==> config.mk <==
export PLATFORM = sky130hd
export DESIGN_NAME = cpu_utilization_monitor_top
export DESIGN_NICKNAME = d
export VERILOG_FILES = /design/src/rtl/cum_pkg.sv /design/src/rtl/cum_div.sv /design/src/rtl/cpu_utilization_monitor_top.sv
export SDC_FILE = /design/constraint.sdc
export NUM_CORES = 1
export LEC_CHECK = 0
export BUFFER_PORTS_ARGS = -buffer_cell sky130_fd_sc_hd__buf_2
export CAP_MARGIN = 15
export CORE_MARGIN = 5
export CORE_UTILIZATION = 40
export DETAILED_ROUTE_END_ITERATION = 8
export SYNTH_ARGS = -nofsm -noshare
export SYNTH_HDL_FRONTEND = slang
export SYNTH_HIERARCHICAL = 1
export SYNTH_SLANG_ARGS = --single-unit
==> constraint.sdc <==
create_clock -name i_clk -period 7.95 [get_ports i_clk]
set_input_delay 0.3975 -clock i_clk [delete_from_list [all_inputs] [get_ports i_clk]]
set_output_delay 0.3975 -clock i_clk [all_outputs]
set_load 0.01 [all_outputs]
==> src/rtl/cum_pkg.sv <==
// cum_pkg: shared types and constants of the cpu utilization monitor
// used by cum_div and cpu_utilization_monitor_top; no dependencies
`timescale 1ns / 1ps

package cum_pkg;

    localparam int HISTORY_DEPTH_DEF = 64;
    localparam int UTIL_MAX_DEF      = 10000;

    localparam int UTIL_W   = 14;
    localparam int SAMPLE_W = 16;
    localparam int LIMIT_W  = 16;
    localparam int AVG_W    = 7;
    localparam int CFG_IDX_W  = 8;
    localparam int CFG_DATA_W = 16;

    localparam logic [CFG_IDX_W-1:0] REG_HOG_THRESHOLD = 8'd0;
    localparam logic [CFG_IDX_W-1:0] REG_HOG_LIMIT     = 8'd1;
    localparam logic [CFG_IDX_W-1:0] REG_HOG_ENABLE    = 8'd2;
    localparam logic [CFG_IDX_W-1:0] REG_AVG_COUNT     = 8'd3;

    localparam logic [UTIL_W-1:0]  HOG_THRESHOLD_RST = 14'd9900;
    localparam logic [LIMIT_W-1:0] HOG_LIMIT_RST     = 16'd30;
    localparam logic               HOG_ENABLE_RST    = 1'b1;
    localparam logic [AVG_W-1:0]   AVG_COUNT_RST     = 7'd4;

    typedef struct packed {
        logic [SAMPLE_W-1:0] sample;
        logic                sample_valid;
    } t_cum_in;

    typedef struct packed {
        logic [UTIL_W-1:0] util_average;
        logic [UTIL_W-1:0] util_peak;
        logic              util_unknown;
        logic              hog_alarm;
    } t_cum_out;

endpackage

==> src/rtl/cum_div.sv <==
// cum_div: restoring serial divider, one quotient bit per cycle
// depends on cum_pkg
`timescale 1ns / 1ps

module cum_div
    import cum_pkg::*;
#(
    parameter int NUM_W = 20,
    parameter int DEN_W = 7
) (
    input  logic             i_clk,
    input  logic             i_rst_n,
    input  logic             i_start,
    input  logic [NUM_W-1:0] i_num,
    input  logic [DEN_W-1:0] i_den,
    output logic             o_done,
    output logic [NUM_W-1:0] o_quot
);

    localparam int CNT_W = $clog2(NUM_W + 1);

    logic             r_busy;
    logic             r_done;
    logic [CNT_W-1:0] r_cnt;
    logic [NUM_W-1:0] r_num;
    logic [DEN_W-1:0] r_rem;
    logic [DEN_W-1:0] r_den;
    logic [DEN_W:0]   n_trial;
    logic             n_qbit;

    always_comb begin
        n_trial = {r_rem, r_num[NUM_W-1]};
        n_qbit  = (n_trial >= {1'b0, r_den});
    end

    always_ff @(posedge i_clk) begin
        if (!i_rst_n) begin
            r_busy <= 1'b0;
            r_done <= 1'b0;
            r_cnt  <= '0;
        end else begin
            r_done <= r_busy && !i_start && (r_cnt == CNT_W'(1));
            if (i_start) begin
                r_busy <= 1'b1;
                r_cnt  <= CNT_W'(NUM_W);
            end else if (r_busy) begin
                r_cnt <= r_cnt - 1'b1;
                if (r_cnt == CNT_W'(1)) begin
                    r_busy <= 1'b0;
                end
            end
        end
    end

    always_ff @(posedge i_clk) begin
        if (i_start) begin
            r_num <= i_num;
            r_den <= i_den;
            r_rem <= '0;
        end else if (r_busy) begin
            r_rem <= n_qbit ? DEN_W'(n_trial - {1'b0, r_den}) : n_trial[DEN_W-1:0];
            r_num <= {r_num[NUM_W-2:0], n_qbit};
        end
    end

    assign o_done = r_done;
    assign o_quot = r_num;

endmodule

==> src/rtl/cpu_utilization_monitor_top.sv <==
// cpu_utilization_monitor_top: hog counter, ring history walk, average and peak
// depends on cum_pkg and cum_div
//
//   channel  direction  handshake          payload
//   in       input      valid / stall      t_cum_in  (sample, sample_valid)
//   out      output     valid / stall      t_cum_out (average, peak, unknown, alarm)
//   cfg      input      valid / ready      index, data
//
// a known sample stalls the input while the walk does one read of the history memory per
// entry, then while the divider makes one bit per cycle, and until out takes the result
// an unknown sample skips the walk and the divider; one request is in work at a time
// reset is synchronous; the ring reads as zero through a fill count, no clearing pass
// the result register holds while out is stalled; the next request is taken meanwhile
`timescale 1ns / 1ps

module cpu_utilization_monitor_top
    import cum_pkg::*;
#(
    parameter int HISTORY_DEPTH = HISTORY_DEPTH_DEF,
    parameter int UTIL_MAX      = UTIL_MAX_DEF
) (
    input  logic                  i_clk,
    input  logic                  i_rst_n,
    input  logic                  i_in_valid,
    output logic                  o_in_stall,
    input  t_cum_in               i_in,
    output logic                  o_out_valid,
    input  logic                  i_out_stall,
    output t_cum_out              o_out,
    input  logic                  i_cfg_valid,
    output logic                  o_cfg_ready,
    input  logic [CFG_IDX_W-1:0]  i_cfg_index,
    input  logic [CFG_DATA_W-1:0] i_cfg_data
);

    localparam int AW = $clog2(HISTORY_DEPTH);
    localparam int FW = $clog2(HISTORY_DEPTH + 1);
    localparam int CW = $clog2(HISTORY_DEPTH + 2);
    localparam int SW = $clog2((HISTORY_DEPTH + 1) * UTIL_MAX + 1);
    localparam int MW = (CW > AVG_W) ? CW : AVG_W;

    localparam logic [2:0] ST_IDLE  = 3'd0;
    localparam logic [2:0] ST_WALK  = 3'd1;
    localparam logic [2:0] ST_DRAIN = 3'd2;
    localparam logic [2:0] ST_START = 3'd3;
    localparam logic [2:0] ST_DIV   = 3'd4;
    localparam logic [2:0] ST_FIN   = 3'd5;

    logic [UTIL_W-1:0]  r_hog_threshold;
    logic [LIMIT_W-1:0] r_hog_limit;
    logic               r_hog_enable;
    logic [AVG_W-1:0]   r_avg_count;

    logic [2:0]         r_state;
    logic [AW-1:0]      r_wp;
    logic [FW-1:0]      r_fill;
    logic [LIMIT_W-1:0] r_hog;
    logic               r_alarm;
    logic               r_unk;
    logic [UTIL_W-1:0]  r_cur;
    logic [SW-1:0]      r_sum;
    logic [CW-1:0]      r_cnt;
    logic [UTIL_W-1:0]  r_peak;
    logic [UTIL_W-1:0]  r_avg;
    logic [AW-1:0]      r_raddr;
    logic [AW-1:0]      r_walk;
    logic               r_rd_pend;
    logic               r_rd_ok;
    logic               r_out_valid;
    t_cum_out           r_out;

    logic [UTIL_W-1:0]  mem [HISTORY_DEPTH];
    logic [UTIL_W-1:0]  r_rdata;

    logic [UTIL_W-1:0]  n_cur;
    logic [UTIL_W-1:0]  n_hist;
    logic [AW-1:0]      n_raddr_dec;
    logic [AW-1:0]      n_start_addr;
    logic               mem_we;
    logic               out_free;
    logic               div_start;
    logic               div_done;
    logic [SW-1:0]      div_quot;

    assign o_cfg_ready = 1'b1;
    assign o_in_stall  = (r_state != ST_IDLE);
    assign o_out_valid = r_out_valid;
    assign o_out       = r_out;
    assign out_free    = !r_out_valid || !i_out_stall;
    assign div_start   = (r_state == ST_START);
    assign mem_we      = (r_state == ST_DIV) && div_done;

    always_comb begin
        n_cur        = (i_in.sample > SAMPLE_W'(UTIL_MAX)) ? UTIL_W'(UTIL_MAX)
                                                           : i_in.sample[UTIL_W-1:0];
        n_hist       = r_rd_ok ? r_rdata : '0;
        n_raddr_dec  = (r_raddr == '0) ? AW'(HISTORY_DEPTH - 1) : r_raddr - 1'b1;
        n_start_addr = (r_wp == '0) ? AW'(HISTORY_DEPTH - 1) : r_wp - 1'b1;
    end

    always_ff @(posedge i_clk) begin
        if (!i_rst_n) begin
            r_hog_threshold <= HOG_THRESHOLD_RST;
            r_hog_limit     <= HOG_LIMIT_RST;
            r_hog_enable    <= HOG_ENABLE_RST;
            r_avg_count     <= AVG_COUNT_RST;
        end else if (i_cfg_valid) begin
            case (i_cfg_index)
                REG_HOG_THRESHOLD: r_hog_threshold <= i_cfg_data[UTIL_W-1:0];
                REG_HOG_LIMIT:     r_hog_limit     <= i_cfg_data[LIMIT_W-1:0];
                REG_HOG_ENABLE:    r_hog_enable    <= i_cfg_data[0];
                REG_AVG_COUNT:     r_avg_count     <= i_cfg_data[AVG_W-1:0];
                default: ;
            endcase
        end
    end

    // history memory
    always_ff @(posedge i_clk) begin
        if (mem_we) begin
            mem[r_wp] <= r_cur;
        end
        r_rdata <= mem[r_raddr];
    end

    always_ff @(posedge i_clk) begin
        if (!i_rst_n) begin
            r_state     <= ST_IDLE;
            r_wp        <= '0;
            r_fill      <= '0;
            r_hog       <= '0;
            r_rd_pend   <= 1'b0;
            r_out_valid <= 1'b0;
        end else begin
            r_rd_pend <= (r_state == ST_WALK);
            if ((r_state == ST_FIN) && out_free) begin
                r_out_valid <= 1'b1;
            end else if (!i_out_stall) begin
                r_out_valid <= 1'b0;
            end
            case (r_state)
                ST_IDLE: begin
                    if (i_in_valid) begin
                        r_unk <= !i_in.sample_valid;
                        if (!i_in.sample_valid) begin
                            r_state <= ST_FIN;
                            r_alarm <= 1'b0;
                        end else begin
                            r_state <= ST_WALK;
                            r_cur   <= n_cur;
                            r_sum   <= SW'(n_cur);
                            r_cnt   <= CW'(1);
                            r_peak  <= n_cur;
                            r_raddr <= n_start_addr;
                            r_walk  <= '0;
                            if (r_hog_enable && (n_cur >= r_hog_threshold)) begin
                                if (r_hog != '1) begin
                                    r_hog   <= r_hog + 1'b1;
                                    r_alarm <= ((r_hog + 1'b1) == r_hog_limit);
                                end else begin
                                    r_alarm <= 1'b0;
                                end
                            end else begin
                                r_hog   <= '0;
                                r_alarm <= 1'b0;
                            end
                        end
                    end
                end
                ST_WALK: begin
                    r_rd_ok   <= (FW'(r_raddr) < r_fill);
                    r_raddr   <= n_raddr_dec;
                    r_walk    <= r_walk + 1'b1;
                    if (r_walk == AW'(HISTORY_DEPTH - 1)) begin
                        r_state <= ST_DRAIN;
                    end
                end
                ST_DRAIN: begin
                    r_state <= ST_START;
                end
                ST_START: begin
                    r_state <= ST_DIV;
                end
                ST_DIV: begin
                    if (div_done) begin
                        r_avg   <= UTIL_W'(div_quot);
                        r_wp    <= (r_wp == AW'(HISTORY_DEPTH - 1)) ? '0 : r_wp + 1'b1;
                        if (r_fill != FW'(HISTORY_DEPTH)) begin
                            r_fill <= r_fill + 1'b1;
                        end
                        r_state <= ST_FIN;
                    end
                end
                ST_FIN: begin
                    if (out_free) begin
                        r_state     <= ST_IDLE;
                        if (r_unk) begin
                            r_out <= '{util_average: '0, util_peak: '0,
                                       util_unknown: 1'b1, hog_alarm: 1'b0};
                        end else begin
                            r_out <= '{util_average: r_avg, util_peak: r_peak,
                                       util_unknown: 1'b0, hog_alarm: r_alarm};
                        end
                    end
                end
                default: begin
                    r_state <= ST_IDLE;
                end
            endcase
            // accumulate history data in the cycle after each read: sum up to the average count, peak over all
            if (r_rd_pend) begin
                if (MW'(r_cnt) < MW'(r_avg_count)) begin
                    r_cnt <= r_cnt + 1'b1;
                    r_sum <= r_sum + SW'(n_hist);
                end
                if (n_hist > r_peak) begin
                    r_peak <= n_hist;
                end
            end
        end
    end

    cum_div #(
        .NUM_W (SW),
        .DEN_W (CW)
    ) u_div (
        .i_clk   (i_clk),
        .i_rst_n (i_rst_n),
        .i_start (div_start),
        .i_num   (r_sum),
        .i_den   (r_cnt),
        .o_done  (div_done),
        .o_quot  (div_quot)
    );

    a_fill_bound: assert property (@(posedge i_clk) disable iff (!i_rst_n)
        r_fill <= FW'(HISTORY_DEPTH))
        else $error("fill count beyond ring depth");

    a_div_done_state: assert property (@(posedge i_clk) disable iff (!i_rst_n)
        div_done |-> r_state == ST_DIV)
        else $error("divider finished outside divide step");

    a_peak_ge_avg: assert property (@(posedge i_clk) disable iff (!i_rst_n)
        (o_out_valid && !o_out.util_unknown) |-> o_out.util_peak >= o_out.util_average)
        else $error("peak below average");

    a_unknown_clean: assert property (@(posedge i_clk) disable iff (!i_rst_n)
        (o_out_valid && o_out.util_unknown) |->
            (!o_out.hog_alarm && o_out.util_peak == '0 && o_out.util_average == '0))
        else $error("unknown result carries data");

    a_write_once: assert property (@(posedge i_clk) disable iff (!i_rst_n)
        mem_we |=> !mem_we && r_state == ST_FIN)
        else $error("ring written more than once per request");

endmodule
==> out/summary.json <==
{
  "post_synth_inst_count": 2649,
  "drt-total-wl_mm": 111,
  "critical_path_class": "flop to flop",
  "path_cells": "buf_4 > buf_12 > mux4_2 > mux4_2 > a211oi_1 > nor2_1",
  "critical-path-max-stage-delay_ps": 670,
  "post_dp_cell_area_um2": 49000,
  "place.port_buffers": 77,
  "yosysMostFrequentCell": "sky130_fd_sc_hd__edfxtp_1",
  "setup_ws_ps": 4330,
  "post-route-period-util_pct": 45.6,
  "grt_max_degree": 118,
  "cts_tree": "done",
  "count_of_cell_types_in_the_netlist": 85,
  "wl_per_cell_um": 25.2,
  "worstReg2RegEnd": "r_rdata[8]",
  "cp-startpoint": "r_raddr[0]",
  "power_frac_comb_pct": 5.5,
  "grtUsageTotal_pct": 17.7,
  "place_worst_setup_slack_ps": 3970,
  "number_of_diodes_added_for_antenna_fixing": 0,
  "worstPathMaxFanout": 93,
  "critPathBufInv": 2,
  "num-fill-cells": 9816,
  "multi_input_area_um2": 12900,
  "irDropWorstVdd_mv": 0.153,
  "seqCellArea_um2": 33100,
  "synth.area.top_cells": "sky130_fd_sc_hd__edfxtp_1 (67%), sky130_fd_sc_hd__mux4_2 (13%), sky130_fd_sc_hd__dfxtp_1 (4.3%), sky130_fd_sc_hd__ha_1 (1.9%), sky130_fd_sc_hd__nor2_1 (1.7%)",
  "die_width_um": 352,
  "pwr-share-clk_pct": 41.9,
  "setup_tns_ps": 0,
  "gp_congestion": 0.852,
  "leakage_nw": 17.7,
  "setup.worst_path.end_class": "flop",
  "cts_max_level": 3,
  "timing.final.setup_violations": 0,
  "ys_seq_area_share_pct": 70.9,
  "row_count": 125,
  "synthesis.area_per_instance_um2": 17.7,
  "postLayoutCellArea_um2": 52900,
  "share_of_total_power_consumed_by_net_switching_pct": 21.8,
  "cts_post_setup_buffers_inserted": 0,
  "area_growth_pct": 13.2,
  "final.min_clock_period_ps": 3620,
  "syn_nets": 2769,
  "antenna_violations_before_repair": 1,
  "ant_nets": 0,
  "ys.flop_type": "sky130_fd_sc_hd__edfxtp_1",
  "powerDensity_nw_per_um2": 236,
  "cts-buffers-inserted": 114,
  "crit_path_end": "r_rdata[8]",
  "route.detailed.drc": 0,
  "outcome": "finished, final reports clean",
  "core-area_um2": 116000,
  "slew_headroom_pct": 21.3,
  "detail_routed_via_count_per_cell": 5.62,
  "p_int_w": 0.00979,
  "grt_remaining_overflow": 0,
  "timing.critical_path.max_delay_family": "buffers and inverters",
  "dieHeight_um": 352,
  "setup_repair_after_global_routing_missed_its_margin": "no",
  "seqPwrFrac_pct": 52.6,
  "slowest_stage": "sky130_fd_sc_hd__buf_12",
  "ys_seq_elements": 1137,
  "routed-via-count": 24800,
  "worst_slew_pin_slew_ps": 1180,
  "ys_async_sr_fraction_pct": 0,
  "required_ps": 8480,
  "register_clock_pin_slew_on_the_reported_worst_setup_and_hold_paths_ps": 70,
  "timing.hold.worst.class": "primary input to flop",
  "crit_cells": 6,
  "total_power_w": 0.0125,
  "first_global_vias": 25400,
  "achievable-frequency_mhz": 276,
  "nets": 2903,
  "yosys-top-cells-count": "sky130_fd_sc_hd__edfxtp_1 (1037), sky130_fd_sc_hd__mux4_2 (266), sky130_fd_sc_hd__nor2_1 (206)",
  "yosys_warnings": 6,
  "library_cell_occupying_the_most_area_in_the_post_synthesis_netlist": "sky130_fd_sc_hd__edfxtp_1",
  "critPathLaunchType": "flop",
  "drtIter0Drc": 2242,
  "floorplan.io_pins": 79,
  "setup_skew_ps": 72.7,
  "reg_to_reg_critical_path_startpoint": "r_raddr[0]",
  "place.detailed.hpwl_mm": 67.6,
  "fp.dieArea_um2": 124000,
  "initial_core_util_pct": 40.3,
  "finalHoldViolations": 0,
  "crit_path_frequent_cell": "sky130_fd_sc_hd__mux4_2",
  "final-max-slew-violation-count": 0,
  "reg2reg_slack_ps": 4330,
  "maxCapViolations": 0,
  "syn-cell-area_um2": 46800,
  "worst_skew_pair.late_latency_ps": 730,
  "first_pass_grt_wire_length_mm": 167,
  "dr_pass1_iterations": 6,
  "switching_power_w": 0.00272,
  "clkSinkCount": 1137,
  "post_synth_edffs": 1037,
  "cp_data_arrival_time_ps": 4150,
  "register_to_register_path_depth": 6,
  "ctsRootBufferMaster": "sky130_fd_sc_hd__clkbuf_16",
  "final_layout_size_suffix_gt1_share_pct": 23.5,
  "cts.path.max_buffers": 3,
  "synth_largest_type_area_fraction_pct": 66.6
}
-- routing by layer --
| layer | vias to the layer above | wire [um] | global-route usage, % |
|---|---|---|---|
| li1 | 10800 | - | - |
| met1 | 13000 | 47500 | 24.6 |
| met2 | 789 | 54100 | 29.3 |
| met3 | 161 | 6910 | 3.07 |
| met4 | 0 | 2660 | 4.56 |
| met5 | - | 0 | 0 |
-- layout make-up --
type                       instances  share of cell area [%]
sequential                      1137                    62.6
multi-input combinational       1303                    24.4
clock buffer                     144                    5.74
tap                             1524                    3.60
timing repair buffer             148                    1.96
clock inverter                    70                    1.20
inverter                          79                   0.560
-- sequential cells by signal (all words and copies together), names as in the netlist, 14 cells and up --
signal           count
r_hog_threshold     14
r_sum               20
r_hog               16
r_peak              14
r_cur               14
u_div/o_quot        20
o_out               30
r_avg               14
r_rdata             14
r_hog_limit         16
mem                896
-- worst min-delay path by stage --
| stage | endpoint | slack [ps] | start | depth (start not counted) |
|---|---|---|---|---|
| 2_1_floorplan | r_avg[0] | 420 | u_div/o_quot[0] | 0 |
| 3_3_place_gp | r_avg[0] | 430 | u_div/o_quot[0] | 0 |
| 3_5_place_dp | r_avg[2] | 430 | u_div/o_quot[2] | 0 |
| 4_1_cts | r_hog_enable | 10 | i_cfg_index[5] | 4 |
| 5_1_grt | r_cur[9] | 50 | i_in[10] | 2 |
| 6_report | r_hog_enable | 60 | i_cfg_index[5] | 4 |
-- power groups by stage --
stage,clock (W),combinational [W],sequential (W)
after floorplan,0,0.000464,0.00670
after global placement,0,0.000657,0.00671
after detailed placement,0,0.000672,0.00671
after CTS,0.00536,0.000682,0.00659
after global routing,0.00563,0.000745,0.00659
final,0.00524,0.000683,0.00659
-- worst min-delay path: stages --
cell and delay [ps]:
sky130_fd_sc_hd__buf_2 80, sky130_fd_sc_hd__nor4_2 50, sky130_fd_sc_hd__nand2_1 70, sky130_fd_sc_hd__o311ai_0 100
-- per-stage QoR --
stage	instances	util (%)	hold WS (ps)
after floorplan	2649	-	422
after global placement	4168	42.2	428
after detailed placement	4169	42.2	431
after CTS	4402	45.5	11.1
after global routing	4405	45.6	54.4
final	4405	45.6	62.9
-- timing repair --
action,CTS,global route
hold buffers,19,0
endpoints found under the setup margin,0,0
gates resized for setup,0,0
endpoints found under the hold margin,35,0
-- cells by family (layout without fill, tap and decap cells) --
family | Yosys count | after routing | synth area share (%)
xor+xnor | 54 | 54 | 1.01
buf+inv | 209 | 441 | 1.90
simple gates | 531 | 531 | 5.45
mux | 349 | 349 | 14.6
compound gates | 294 | 294 | 4.12
other cells | 1 | 1 | 0.00802
fa+ha+maj | 74 | 74 | 2.01
flops | 1137 | 1137 | 70.9
-- cells in the final DEF (no fill, tap or decap), types with 61 or more instances in the layout --
master and instances:
sky130_fd_sc_hd__edfxtp_1 1037, sky130_fd_sc_hd__clkbuf_16 115, sky130_fd_sc_hd__buf_2 77, sky130_fd_sc_hd__mux4_2 266
sky130_fd_sc_hd__ha_1 72, sky130_fd_sc_hd__dfxtp_1 100, sky130_fd_sc_hd__a21oi_1 80, sky130_fd_sc_hd__mux2i_1 61
sky130_fd_sc_hd__nor2_1 152, sky130_fd_sc_hd__inv_1 78, sky130_fd_sc_hd__nand2_1 122
Power figures use the tool's default switching activity.
